`config.mk`:
```
export PLATFORM = sky130hd
export DESIGN_NAME = riscv_hazard_nop_inserter
export DESIGN_NICKNAME = d
export VERILOG_FILES = /design/src/rtl/core/rhni_pkg.sv /design/src/rtl/core/rhni_decode.sv /design/src/rtl/core/rhni_counters.sv /design/src/rtl/core/rhni_emit.sv /design/src/rtl/core/riscv_hazard_nop_inserter.sv
export SDC_FILE = /design/constraint.sdc
export NUM_CORES = 1
export LEC_CHECK = 0
export BUFFER_PORTS_ARGS = -buffer_cell sky130_fd_sc_hd__buf_2
export CAP_MARGIN = 20
export CELL_PAD_IN_SITES_DETAIL_PLACEMENT = 1
export CELL_PAD_IN_SITES_GLOBAL_PLACEMENT = 1
export CORE_MARGIN = 10
export CORE_UTILIZATION = 40
export DETAILED_ROUTE_END_ITERATION = 8
export HOLD_SLACK_MARGIN = 0.06
export PLACE_DENSITY = 0.87
export SLEW_MARGIN = 5
export SYNTH_ARGS = -nofsm -noshare
export SYNTH_HDL_FRONTEND = slang
export SYNTH_SLANG_ARGS = --single-unit
```
`constraint.sdc`:
```
create_clock -name clk -period 3.6 [get_ports clk]
set_input_delay 0.18 -clock clk [delete_from_list [all_inputs] [get_ports clk]]
set_output_delay 0.18 -clock clk [all_outputs]
set_load 0.05 [all_outputs]
```
`src/rtl/core/rhni_pkg.sv`:
```
package rhni_pkg;

  localparam int COUNT_WIDTH = 32;
  localparam int WORD_WIDTH  = 32;
  localparam int OUT_CNT_WIDTH = 32;
  localparam int NUM_CLASSES = 5;
  localparam int REG_IDX_WIDTH = 5;
  localparam int OUT_DATA_WIDTH = WORD_WIDTH + 7 * OUT_CNT_WIDTH;
  localparam int OUT_USER_WIDTH = 5;

  localparam logic [WORD_WIDTH-1:0] NOP_WORD = 32'h0000_0013;

  localparam logic [6:0] OP_ALU_REG = 7'b0110011;
  localparam logic [6:0] OP_ALU_IMM = 7'b0010011;
  localparam logic [6:0] OP_JAL     = 7'b1101111;
  localparam logic [6:0] OP_JALR    = 7'b1100111;
  localparam logic [6:0] OP_BRANCH  = 7'b1100011;
  localparam logic [6:0] OP_LOAD    = 7'b0000011;
  localparam logic [6:0] OP_STORE   = 7'b0100011;

  localparam logic [1:0] NOPS_NO_FWD = 2'd2;
  localparam logic [1:0] NOPS_FWD    = 2'd1;

  typedef enum logic [2:0] {
    CLS_ALU    = 3'd0,
    CLS_JUMP   = 3'd1,
    CLS_BRANCH = 3'd2,
    CLS_MEMORY = 3'd3,
    CLS_OTHER  = 3'd4
  } instr_class_t;

  typedef logic [COUNT_WIDTH-1:0] count_t;

  typedef struct packed {
    logic [WORD_WIDTH-1:0] word;
    instr_class_t          cls;
    logic                  hazard;
  } item_info_t;

  typedef struct packed {
    count_t total;
    count_t alu;
    count_t jump;
    count_t branch;
    count_t memory;
    count_t other;
    count_t hazard;
  } counts_t;

  function automatic logic [OUT_CNT_WIDTH-1:0] to_out_cnt(input count_t c);
    logic [63:0] ext;
    ext = 64'(c);
    return ext[OUT_CNT_WIDTH-1:0];
  endfunction

  function automatic count_t sat_inc(input count_t v);
    return (v == '1) ? v : v + count_t'(1);
  endfunction

endpackage

```
`src/rtl/core/rhni_decode.sv`:
```
module rhni_decode (
  input  logic                                clk,
  input  logic                                rst_n,
  input  logic                                accept,
  input  logic [rhni_pkg::WORD_WIDTH-1:0]     instr_word,
  output rhni_pkg::item_info_t                info
);

  logic [rhni_pkg::REG_IDX_WIDTH-1:0] prev_dest_r;
  logic [rhni_pkg::REG_IDX_WIDTH-1:0] prev_dest_nxt;
  logic                               prev_valid_r;
  logic                               prev_valid_nxt;
  logic [rhni_pkg::REG_IDX_WIDTH-1:0] rs1;
  logic [rhni_pkg::REG_IDX_WIDTH-1:0] rs2;
  rhni_pkg::instr_class_t             cls;

  assign rs1 = instr_word[19:15];
  assign rs2 = instr_word[24:20];

  always_comb begin
    unique case (instr_word[6:0])
      rhni_pkg::OP_ALU_REG, rhni_pkg::OP_ALU_IMM: cls = rhni_pkg::CLS_ALU;
      rhni_pkg::OP_JAL, rhni_pkg::OP_JALR:        cls = rhni_pkg::CLS_JUMP;
      rhni_pkg::OP_BRANCH:                        cls = rhni_pkg::CLS_BRANCH;
      rhni_pkg::OP_LOAD, rhni_pkg::OP_STORE:      cls = rhni_pkg::CLS_MEMORY;
      default:                                    cls = rhni_pkg::CLS_OTHER;
    endcase
  end

  always_comb begin
    info.word   = instr_word;
    info.cls    = cls;
    info.hazard = prev_valid_r && ((prev_dest_r == rs1) || (prev_dest_r == rs2));
  end

  always_comb begin
    prev_dest_nxt  = prev_dest_r;
    prev_valid_nxt = prev_valid_r;
    if (accept) begin
      prev_dest_nxt  = instr_word[11:7];
      prev_valid_nxt = 1'b1;
    end
  end

  always_ff @(posedge clk) begin
    if (!rst_n) begin
      prev_dest_r  <= '0;
      prev_valid_r <= 1'b0;
    end else begin
      prev_dest_r  <= prev_dest_nxt;
      prev_valid_r <= prev_valid_nxt;
    end
  end

endmodule

```
`src/rtl/core/rhni_counters.sv`:
```
module rhni_counters (
  input  logic                 clk,
  input  logic                 rst_n,
  input  logic                 accept,
  input  rhni_pkg::item_info_t info,
  output rhni_pkg::counts_t    counts
);

  rhni_pkg::count_t total_r;
  rhni_pkg::count_t total_nxt;
  rhni_pkg::count_t hazard_r;
  rhni_pkg::count_t hazard_nxt;
  rhni_pkg::count_t class_r   [rhni_pkg::NUM_CLASSES];
  rhni_pkg::count_t class_nxt [rhni_pkg::NUM_CLASSES];

  always_comb begin
    total_nxt  = total_r;
    hazard_nxt = hazard_r;
    for (int i = 0; i < rhni_pkg::NUM_CLASSES; i++) begin
      class_nxt[i] = class_r[i];
    end
    if (accept) begin
      total_nxt = rhni_pkg::sat_inc(total_r);
      if (info.hazard) begin
        hazard_nxt = rhni_pkg::sat_inc(hazard_r);
      end
      for (int i = 0; i < rhni_pkg::NUM_CLASSES; i++) begin
        if (info.cls == rhni_pkg::instr_class_t'(i)) begin
          class_nxt[i] = rhni_pkg::sat_inc(class_r[i]);
        end
      end
    end
  end

  always_ff @(posedge clk) begin
    if (!rst_n) begin
      total_r  <= '0;
      hazard_r <= '0;
      for (int i = 0; i < rhni_pkg::NUM_CLASSES; i++) begin
        class_r[i] <= '0;
      end
    end else begin
      total_r  <= total_nxt;
      hazard_r <= hazard_nxt;
      for (int i = 0; i < rhni_pkg::NUM_CLASSES; i++) begin
        class_r[i] <= class_nxt[i];
      end
    end
  end

  always_comb begin
    counts.total  = total_r;
    counts.alu    = class_r[rhni_pkg::CLS_ALU];
    counts.jump   = class_r[rhni_pkg::CLS_JUMP];
    counts.branch = class_r[rhni_pkg::CLS_BRANCH];
    counts.memory = class_r[rhni_pkg::CLS_MEMORY];
    counts.other  = class_r[rhni_pkg::CLS_OTHER];
    counts.hazard = hazard_r;
  end

endmodule

```
`src/rtl/core/rhni_emit.sv`:
```
module rhni_emit (
  input  logic                                  clk,
  input  logic                                  rst_n,
  input  logic                                  forwarding_mode,
  input  logic                                  in_tvalid,
  output logic                                  in_tready,
  input  rhni_pkg::item_info_t                  info,
  output logic                                  accept,
  input  rhni_pkg::counts_t                     counts,
  output logic                                  out_tvalid,
  input  logic                                  out_tready,
  output logic [rhni_pkg::OUT_DATA_WIDTH-1:0]   out_tdata,
  output logic [rhni_pkg::OUT_USER_WIDTH-1:0]   out_tuser,
  output logic                                  out_tlast
);

  logic                 valid_r;
  logic                 valid_nxt;
  logic [1:0]           nops_r;
  logic [1:0]           nops_nxt;
  rhni_pkg::item_info_t item_r;
  rhni_pkg::item_info_t item_nxt;
  logic                 on_instr;

  assign on_instr  = (nops_r == 2'd0);
  assign in_tready = !valid_r || (out_tready && on_instr);
  assign accept    = in_tvalid && in_tready;

  always_comb begin
    valid_nxt = valid_r;
    nops_nxt  = nops_r;
    item_nxt  = item_r;
    if (accept) begin
      valid_nxt = 1'b1;
      item_nxt  = info;
      if (info.hazard) begin
        nops_nxt = forwarding_mode ? rhni_pkg::NOPS_FWD : rhni_pkg::NOPS_NO_FWD;
      end else begin
        nops_nxt = 2'd0;
      end
    end else if (valid_r && out_tready) begin
      if (on_instr) begin
        valid_nxt = 1'b0;
      end else begin
        nops_nxt = nops_r - 2'd1;
      end
    end
  end

  always_ff @(posedge clk) begin
    if (!rst_n) begin
      valid_r <= 1'b0;
      nops_r  <= 2'd0;
    end else begin
      valid_r <= valid_nxt;
      nops_r  <= nops_nxt;
    end
  end

  always_ff @(posedge clk) begin
    item_r <= item_nxt;
  end

  assign out_tvalid = valid_r;
  assign out_tlast  = on_instr;
  assign out_tuser  = {item_r.hazard, item_r.cls, !on_instr};
  assign out_tdata  = {rhni_pkg::to_out_cnt(counts.hazard),
                       rhni_pkg::to_out_cnt(counts.other),
                       rhni_pkg::to_out_cnt(counts.memory),
                       rhni_pkg::to_out_cnt(counts.branch),
                       rhni_pkg::to_out_cnt(counts.jump),
                       rhni_pkg::to_out_cnt(counts.alu),
                       rhni_pkg::to_out_cnt(counts.total),
                       on_instr ? item_r.word : rhni_pkg::NOP_WORD};

endmodule

```
`src/rtl/core/riscv_hazard_nop_inserter.sv`:
```
// RV32 data-hazard NOP inserter.
// Input channel in_*: one instruction word per item. Result channel out_*:
// for each instruction, zero, one or two NOP words (0x00000013) and then the
// instruction itself, marked by out_tlast. A NOP follows when rs1 or rs2 of
// the instruction equals the rd field of the one before it; forwarding mode
// (cfg_wr_data, written with cfg_wr_en) selects one NOP instead of two.
// Every result also carries the class, the hazard flag and the saturating
// counters as they stand after its instruction was counted.
// The first result of an item is registered and shown in the cycle after acceptance.
// The single output register sends one result per cycle while out_tready is
// high, so an item with a hazard holds it longer than an item without one.
// An item is taken in the same cycle as the previous item's last result
// leaves. When out_tready is low the output holds and in_tready drops once
// the held result is the instruction itself or NOPs remain.
// Reset clears the counters, the previous-rd record, the mode and the
// output valid; the first instruction after reset is never a hazard.
module riscv_hazard_nop_inserter (
  input  logic                                clk,
  input  logic                                rst_n,
  input  logic                                cfg_wr_en,
  input  logic                                cfg_wr_data,  // forwarding_mode
  input  logic                                in_tvalid,
  output logic                                in_tready,
  input  logic [rhni_pkg::WORD_WIDTH-1:0]     in_tdata,     // instr_word
  output logic                                out_tvalid,
  input  logic                                out_tready,
  // out_word, total, alu, jump, branch, memory, other, hazard counts
  output logic [rhni_pkg::OUT_DATA_WIDTH-1:0] out_tdata,
  // is_inserted_nop, instr_class[2:0], hazard_seen
  output logic [rhni_pkg::OUT_USER_WIDTH-1:0] out_tuser,
  output logic                                out_tlast     // last_of_run
);

  logic                 fwd_mode_r;
  logic                 fwd_mode_nxt;
  logic                 accept;
  rhni_pkg::item_info_t info;
  rhni_pkg::counts_t    counts;

  assign fwd_mode_nxt = cfg_wr_en ? cfg_wr_data : fwd_mode_r;

  always_ff @(posedge clk) begin
    if (!rst_n) begin
      fwd_mode_r <= 1'b0;
    end else begin
      fwd_mode_r <= fwd_mode_nxt;
    end
  end

  rhni_decode u_decode (
    .clk        (clk),
    .rst_n      (rst_n),
    .accept     (accept),
    .instr_word (in_tdata),
    .info       (info)
  );

  rhni_counters u_counters (
    .clk    (clk),
    .rst_n  (rst_n),
    .accept (accept),
    .info   (info),
    .counts (counts)
  );

  rhni_emit u_emit (
    .clk             (clk),
    .rst_n           (rst_n),
    .forwarding_mode (fwd_mode_r),
    .in_tvalid       (in_tvalid),
    .in_tready       (in_tready),
    .info            (info),
    .accept          (accept),
    .counts          (counts),
    .out_tvalid      (out_tvalid),
    .out_tready      (out_tready),
    .out_tdata       (out_tdata),
    .out_tuser       (out_tuser),
    .out_tlast       (out_tlast)
  );

endmodule

```
== After elaboration in Yosys (flattened, before gate mapping) ==
Memory sizes are Yosys's and may differ from the RTL's.
Cells that the tools add are included.
Word-level totals
  register bits after elaboration: 110
  memory bits (writable): 160
  input bits: 38
  output and inout bits: 264
  logic and storage cells: 94
  memories kept: 1
Operators by class
  add/sub/neg operators: 8
  equal/unequal tests: 21
  mux-type cells: 28
  bitwise operators: 7
  reductions and logical operators: 19
Memory list
  u_counters.class_r: words 5, bits a word 32, read ports 5, clocked after memory_dff 0, wr ports 5, RTL line rhni_counters.sv:13  | rhni_pkg::count_t class_r [rhni_pkg::NUM_CLASSES];
Operators by type and width (count)
  32-bit 2-to-1 mux: 16
  32-bit by 1-bit adder with 32-bit output, second input constant: 7
  32-bit == test, second input constant: 7
  160-bit 2-to-1 mux: 1
  7-bit == test, second input constant: 3
  7-bit by 6-bit == test with 1-bit output, second input constant: 2
  3-bit one-hot mux with 4 select lines: 1
  5-bit == test: 2
  2-bit 2-to-1 mux: 5
  7-bit by 2-bit == test with 1-bit output, second input constant: 1
  7-bit by 5-bit == test with 1-bit output, second input constant: 1
  3-bit by 2-bit == test with 1-bit output, second input constant: 2
  2-bit AND reduction: 3
  2-bit OR reduction: 3
  1-bit 2-to-1 mux: 5
  1-bit OR: 5
  1-bit logical AND: 4
  2-bit nonzero test: 2
  3-bit by 1-bit == test with 1-bit output, second input constant: 1
  3-bit == test, second input constant: 1
  3-bit zero test: 1
  3-bit AND reduction: 1
  1-bit zero test: 2
  2-bit zero test: 1
  4 further kinds: 6

== Logic depth before layout (Yosys ltp) ==
Gate-level depths: netlist of run 1.
  depth in word-level cells: 7
  depth in mapped cells: 11
  gate-level depth less buffers: 10

== Hierarchy ==
Synthesis of run 1 repeated with hierarchy kept, for this count alone.
Unflattened totals
  cells, all modules: 1831
  area total of the unflattened synthesis: 15452.3 um2
By module, submodules not included
  rhni_counters: instances 1, cells an instance 1427, area an instance 11586.1 um2, sequential area each 4484.3 um2
  rhni_emit: instances 1, cells an instance 323, area an instance 3196.8 um2, sequential area each 1141.1 um2
  rhni_decode: instances 1, cells an instance 78, area an instance 633.1 um2, sequential area each 120.1 um2
  riscv_hazard_nop_inserter: instances 1, cells an instance 3, area an instance 36.3 um2, sequential area each 20.0 um2

== Worst setup path before layout of run 1 ==
No wires, ideal clock.
  path type: reg2reg
  start: register u_emit.nops_r[0]
  end: register u_counters.total_r[24]
  setup time: 0.128 ns
  data arrival time: 3.322 ns
  required time: 3.472 ns
  setup slack: 0.151 ns
  stages on the path, launching flop included: 12
  buffers on the path: 1
  period minus slack after synthesis: 3.449 ns
  cells stage by stage: dfxtp_1 -> inv_1 -> ha_1 -> a21boi_2 -> inv_2 -> nand2_1 -> buf_1 -> clkinv_1 -> nand4_1 -> nor3_1 -> xnor2_1 -> nor2_1
On the way
  cells in the longest elaborated chain, start to end: 5
Ends and longest elaborated chain
  from (decl): RTL line rhni_emit.sv:19  | logic [1:0] nops_r;
  from (signal assigned): RTL line rhni_emit.sv:56  | nops_r <= nops_nxt;
  2-bit zero test: RTL line rhni_emit.sv:25  | assign on_instr = (nops_r == 2'd0);
  via out_tlast: RTL line riscv_hazard_nop_inserter.sv:31  | output logic out_tlast
  1-bit logical AND: RTL line rhni_emit.sv:26  | assign in_tready = !valid_r || (out_tready && on_instr);
  1-bit logical OR: RTL line rhni_emit.sv:26
  via in_tready: RTL line riscv_hazard_nop_inserter.sv:23  | output logic in_tready,
  1-bit logical AND: RTL line rhni_emit.sv:27  | assign accept = in_tvalid && in_tready;
  via accept: RTL line riscv_hazard_nop_inserter.sv:36  | logic accept;
  2-bit AND reduction (no line)
  to (signal assigned): RTL line rhni_counters.sv:43  | total_r <= total_nxt;
  to (decl): RTL line rhni_counters.sv:9  | rhni_pkg::count_t total_r;
The timed path passes the listed nets, and every way through them passes these cells.
A chain may end at the register's enable or synchronous reset.

==> flow_summary.yaml, run 1 <==
layout:
  multi_input_area_um2: 6710
  regArea_um2: 5770
  syn_to_final_growth_pct: 26.0
  final_nets: 1840
  finish.utilization_pct: 51.2
  layout.cells.non_filler: 2223
  fillCellCount: 3783
  design_area_um2: 16200
  drive_gt1_share_pct: 21.7
hold_path:
  min_from: "out_tready"
  hold_path_class: "input port to flop"
  holdPathStages: 4
  whs_endpoint: "u_emit.nops_r[0]"
drt:
  vias: 12500
  drc: 0
  wl_per_cell_um: 20.3
  routed_wl_um: 45200
  ant_nets: 0
  first_iter_violations: 631
  viasPerCell: 5.61
  first_pass_iters: 5
sta:
  holdWs_ns: 0.0920
  fin_skew_ns: 0.0121
  setup_violations: 0
  worst_slack_ns: 0.735
  period_minus_slack_ns: 2.86
  rsz0062_at_grt: "false"
  maxSlewViolCount: 0
  slew_headroom_pct: 40.3
  hold_viol: 0
  min_period_over_period_pct: 79.6
  max_freq_mhz: 349
  setup-tns-final_ns: 0
  worst_slew_pin_slew_ns: 0.884
setup_path:
  critPathLaunchType: "flop"
  r2r_cells: 7
  crit_fanout: 14
  reg2reg_slack_ns: 0.74
  worstSetupEndpointType: "flop"
  cp_data_required_time_ns: 4.04
  worstSetupPathType: "flop to flop"
  critPathArrivalTime_ns: 3.31
  rr_endpoint: "u_counters.class_r[0][64]"
  r2r_start: "u_counters.class_r[0][65]"
synthesis:
  synth_edf_count: 36
  synth_top_area_share_pct: 36.4
  synth_ff_type: "dfxtp_1"
  yosysTopAreaCell: "dfxtp_1"
  yosys_warnings: 0
  synthArstFlopShare_pct: 0
  syn_avg_cell_area_um2: 8.73
  syn_inst: 1473
  synth_most_common_cell: "dfxtp_1"
  ys_top_cells_by_count: "dfxtp_1, nor2_1, nand2_1"
  synth_top_cells_by_area: "dfxtp_1, edfxtp_1, xor2_1, nor2_1, xnor2_1"
  synth_nets: 1519
  synth_seq_cells: 270
  synth-seq-area-share_pct: 44.8
  synth_cell_type_count: 68
  syn_area_um2: 12900
placed_design:
  dp.cells: 2128
  io_buffers: 301
  dp_hpwl_um: 31700
  post-place-ws_ns: 0.840
  place_congestion: 0.906
  place_area_um2: 14700
global_route:
  grt_pass1_vias: 13000
  overflow: 0
  grt_use_total_pct: 21.9
  grt_pass1_wl_um: 71600
  grt_max_degree: 71
  antenna_found_initial: 3
power_and_ir_drop:
  p_leak_nw: 6.34
  worst_ir_drop_vdd_mv: 0.377
  fin_total_pwr_mw: 7.01
  p_per_area_nw_per_um2: 433
clock_tree:
  ctsRootBufferMaster: "clkbuf_16"
  clk_pin_slew_ns: 0.06
  clk_path_buf_depth: 3
  clkSinkCount: 270
  cts.htree.levels: 1
  cts_tree: "built"
  numCtsBuffers: 31
  clock_latency_ns: 0.55
run:
  max_cap_violations: 0
floorplanning:
  ios: 302
  start_util_pct: 40.6
  std_cell_rows: 65
  core_um2: 31600
  die-area_um2: 39700
  die_w_um: 199
  die_h_um: 199
outcome:
  status: "complete, no violations"
[routing by layer]
metal | wire length [um] | vias up | GRT usage, %
met2 | 22400 | 327 | 38.1
met4 | 1280 | 0 | 7.21
met5 | 0 | - | 0
met1 | 18900 | 6140 | 26.2
li1 | - | 5919 | -
met3 | 2690 | 75 | 4.47
[placed cells by master, fill, tap and decap left out, types with 8 or more instances in the layout]
cell / n
buf_2: 301
dfxtp_1: 234
nor2_1: 185
nand2_1: 110
nand3_1: 100
xor2_1: 89
nand4_1: 88
xnor2_1: 70
a21oi_1: 58
and2_1: 47
o21ai_0: 40
and3_1: 39
nor4_1: 38
or3_1: 38
edfxtp_1: 36
dlygate4sd3_1: 35
clkbuf_16: 32
nor3_1: 31
inv_1: 30
or4_1: 21
and4_1: 21
o31ai_1: 14
buf_4: 13
nand2b_1: 12
o211ai_1: 9
mux2i_1: 9
ha_1: 8
[where the power goes]
part / total, mW / internal (mW) / switching [mW]
registers: 3.12 / 3.10 / 0.0222
clock network: 3.35 / 2.06 / 1.29
logic: 0.537 / 0.139 / 0.398
[flip-flops by register name, indices dropped and copies added (netlist names)]
| name | flops |
|---|---|
| u_emit.item_r | 32 |
| u_counters.hazard_r | 32 |
| u_emit.out_tvalid | 1 |
| u_decode.prev_valid_r | 1 |
| u_counters.class_r | 160 |
| u_counters.total_r | 32 |
| fwd_mode_r | 1 |
| u_emit.out_tuser | 4 |
| u_decode.prev_dest_r | 5 |
| u_emit.nops_r | 2 |
[kinds of logic after synthesis]
family	after synthesis	share of synthesized area, %
fa+ha+maj	8	0.778
simple gates	779	32.6
xor+xnor	159	10.8
mux	9	0.701
compound gates	152	7.21
buf+inv	96	3.06
flops	270	44.8
[layout make-up]
class	count	area share, %
diodes	3	0.0464
clock buffers	41	5.40
clock inverters	16	1.34
inverters	33	0.796
multi-input cells	1107	41.4
flip-flops and latches	270	35.6
well taps	402	3.11
repair buffers	351	12.3
[worst max path at each step]
stage	startpoint	endpoint	slack (ns)	cells past startpoint
3_3_place_gp	u_counters.class_r[0][64]	u_counters.class_r[0][64]	0.94	7
4_1_cts	u_counters.class_r[0][65]	u_counters.class_r[0][64]	0.79	7
3_5_place_dp	u_counters.class_r[0][65]	u_counters.class_r[0][64]	0.84	7
2_1_floorplan	u_emit.nops_r[0]	u_counters.total_r[24]	0.15	11
5_1_grt	u_counters.class_r[0][65]	u_counters.class_r[0][79]	0.51	7
6_report	u_counters.class_r[0][65]	u_counters.class_r[0][64]	0.74	7
[worst max-delay path, stage by stage, from the launching register on]
cell and delay [ns]:
dfxtp_1 0.43, ha_1 0.26, nand4_1 0.21, nor4_1 0.64
or3b_1 0.66, nand2_2 0.31, xor2_1 0.18, nor2_1 0.05
[what timing repair did]
action | in CTS | in global routing
setup buffers | 0 | 0
hold buffers | 35 | 0
hold endpoints to repair | 40 | 0
resized for setup | 0 | 0
Power figures use the tool's default switching activity.
==> inputs of run 2 (changes only) <==
- ABC_AREA: not set -> 1
- CORE_UTILIZATION: 40 -> 39
- clock period: 3.6 -> 2.8 ns (I/O delays scaled with it)
==> run 2 against run 1 <==
Final cell count up 56%. Synthesized cell count up 75%. Die area up 28%. Area after synthesis up 28%. Routed wire length up 45%. Worst setup slack worse by 0.55 ns. Total power up 34%. Sequential power up 29%. Via count up 47%. Register-to-register slack worse by 0.55 ns. Sequential cell count unchanged. Critical path type unchanged. Critical endpoint is now u_counters.class_r[0][73]. Largest power group unchanged. Highest routed layer unchanged.
==> flow_summary.yaml, run 2 <==
synthesis:
  yosys_warnings: 0
  syn_avg_cell_area_um2: 6.38
  synth_edf_count: 36
  syn_area_um2: 16400
  synth_nets: 2623
  ys_top_cells_by_count: "nand2_1, nor2_1, dfxtp_1"
  synthArstFlopShare_pct: 0
  synth_seq_cells: 270
  synth_top_cells_by_area: "dfxtp_1, nand2_1, nor2_1, edfxtp_1, a21oi_1"
  synth-seq-area-share_pct: 35.1
  synth_cell_type_count: 37
  synth_most_common_cell: "nand2_1"
  synth_top_area_share_pct: 28.5
  syn_inst: 2577
  yosysTopAreaCell: "dfxtp_1"
  synth_ff_type: "dfxtp_1"
setup_path:
  crit_chain: "inv_1 > ha_1 > nand2_1 > nand2_1 > nand2_2 > inv_2 > nand3_4 > inv_2 > nand2_1 > a21oi_1"
  critPathBufInv: 3
  cp_data_required_time_ns: 3.25
  critPathArrivalTime_ns: 3.06
  crit_top_cell: "nand2_1"
  worst_path_max_delay_cell: "inv_2"
  crit_path_max_incr_delay_ns: 0.46
  critPathTopFamily: "simple AND/OR/NAND/NOR gates"
  crit_fanout: 28
  worstSetupEndpointType: "flop"
  worstSetupPathType: "flop to flop"
  critPathLaunchType: "flop"
sta:
  hold_viol: 0
  setup-tns-final_ns: 0
  slew_headroom_pct: 55.3
  setup_violations: 0
  min_period_over_period_pct: 93.3
  period_minus_slack_ns: 2.61
  worst_slew_pin_slew_ns: 0.671
  max_freq_mhz: 383
  fin_skew_ns: 0.0362
  maxSlewViolCount: 0
  rsz0062_at_grt: "true"
global_route:
  grt_max_degree: 74
  grt_use_total_pct: 24.8
  use_met3_pct: 4.98
  gr-usage-met2_pct: 43.4
  met1_usage_pct: 29.9
  grt_pass1_vias: 18900
  antenna_found_initial: 0
  overflow: 0
  grt_pass1_wl_um: 103000
  top_usage_layer: "met2"
layout:
  drive_gt1_share_pct: 16.4
  layout.cells.non_filler: 3465
  design_area_um2: 19900
  multi_input_area_um2: 9380
  largest_reg_flops: 160
  regArea_um2: 5770
  layout_commonest_cell: "nand2_1"
  layout_common_cells: "nand2_1, nor2_1, buf_2, dfxtp_1, inv_1"
  final_nets: 2948
  syn_to_final_growth_pct: 21.3
  largest-register: "u_counters.class_r"
  num_antenna_cells: 0
  fillCellCount: 5631
power_and_ir_drop:
  p_leak_nw: 8.32
  netSwitchingFraction_pct: 26.8
  p_per_area_nw_per_um2: 470
  fin_total_pwr_mw: 9.38
  power_frac_seq_pct: 42.9
  p_switching_mw: 2.51
  cellInternalPower_mw: 6.86
  combinationalPowerShare_pct: 9.1
  worst_ir_drop_vdd_mv: 0.380
  p_clk_share_pct: 48.0
clock_tree:
  cts.htree.levels: 2
  clock_latency_ns: 0.55
  numCtsBuffers: 35
  clkSinkCount: 270
  clk_pin_slew_ns: 0.06
  clk_path_buf_depth: 3
  ctsRootBufferMaster: "clkbuf_16"
  cts_tree: "built"
drt:
  drc: 0
  first_pass_iters: 7
  viasPerCell: 5.29
  wl_per_cell_um: 18.9
  vias: 18300
  first_iter_violations: 1294
  ant_nets: 0
  routed_wl_um: 65500
outcome:
  status: "complete, no violations"
floorplanning:
  ios: 302
  start_util_pct: 39.3
  die-area_um2: 50800
  die_w_um: 225
  die_h_um: 225
  core_um2: 41900
  std_cell_rows: 75
placed_design:
  io_buffers: 301
  dp.cells: 3365
  place_area_um2: 18400
  place_congestion: 0.923
  dp_hpwl_um: 46800
hold_path:
  hold_path_class: "input port to flop"
run:
  max_cap_violations: 0
## run 2: cell types whose count changed after synthesis, sizes merged, moves of 29 or more
cell    before   now
nor4        41     0
and2        47     0
nor2       186   342
a21oi       58   212
and3        39     1
inv         32   229
nand4       89    41
xnor2       70    26
or3         38     0
nand3b       2    67
nand2      111  1001
buf         15    44
## run 2: final timing paths
path	startpoint	to	slack, ns	cells after the start
hold reg to reg	u_decode.prev_dest_r[2]	u_decode.prev_dest_r[2]	0.50	2
setup / recovery	u_emit.nops_r[0]	u_counters.class_r[0][73]	0.19	10
setup reg to reg	u_emit.nops_r[0]	u_counters.class_r[0][73]	0.19	10
hold / removal	rst_n	u_counters.class_r[0][66]	0.17	3
## run 2: cell type report
cell class | count | share of cell area [%]
Clock buffer | 53 | 5.30
Clock inverter | 8 | 0.326
Inverter | 230 | 4.37
Multi-Input combinational cell | 2001 | 47.1
Sequential cell | 270 | 28.9
Tap cell | 539 | 3.38
Timing Repair Buffer | 364 | 10.6
## run 2: through the flow
step                      util [%]  hold WS (ns)  worst slack, ns
after floorplan                  -         0.234            0.195
after global placement        43.9         0.318           -0.115
after global routing          47.6         0.204          -0.0230
after CTS                     47.5         0.140           0.0724
after detailed placement      43.9         0.320           0.0918
final                         47.6         0.174            0.186
## run 2: metal layers
metal | vias up | routed length (um)
li1 | 8816 | -
met1 | 8897 | 27900
met2 | 518 | 31700
met3 | 107 | 4110
met4 | 0 | 1800
met5 | - | 0
## run 2: power groups by stage
| stage | logic, mW | clock network, mW | registers [mW] |
|---|---|---|---|
| after global routing | 0.904 | 4.74 | 4.02 |
| final | 0.854 | 4.50 | 4.02 |
| after detailed placement | 0.764 | 0 | 4.10 |
| after global placement | 0.735 | 0 | 4.09 |
| after floorplan | 0.524 | 0 | 4.12 |
| after CTS | 0.810 | 4.56 | 4.02 |
## run 2: logic make-up (layout without fill, tap and decap cells)
| family | Yosys count | after routing | synth area share (%) |
|---|---|---|---|
| compound gates | 271 | 271 | 8.76 |
| flops | 270 | 270 | 35.1 |
| simple gates | 1614 | 1615 | 41.8 |
| xor+xnor | 107 | 107 | 5.70 |
| buf+inv | 307 | 655 | 8.05 |
| fa+ha+maj | 8 | 8 | 0.609 |
## run 2: worst reg2reg max path, delay by kind of cell (launching register included)
kind / cells / cell delay [ns]
buffers and inverters: 3 / 0.94
AND/OR/NAND/NOR: 5 / 0.93
flip-flops: 1 / 0.33
adder cells (fa/ha/maj): 1 / 0.19
AO/OA/AOI/OAI: 1 / 0.16
## run 2: timing repair
action	in CTS	in global routing
gates resized for setup	0	5
hold buffers	36	0
endpoints found under the hold margin	39	0
endpoints found under the setup margin	0	61
setup buffers	0	2
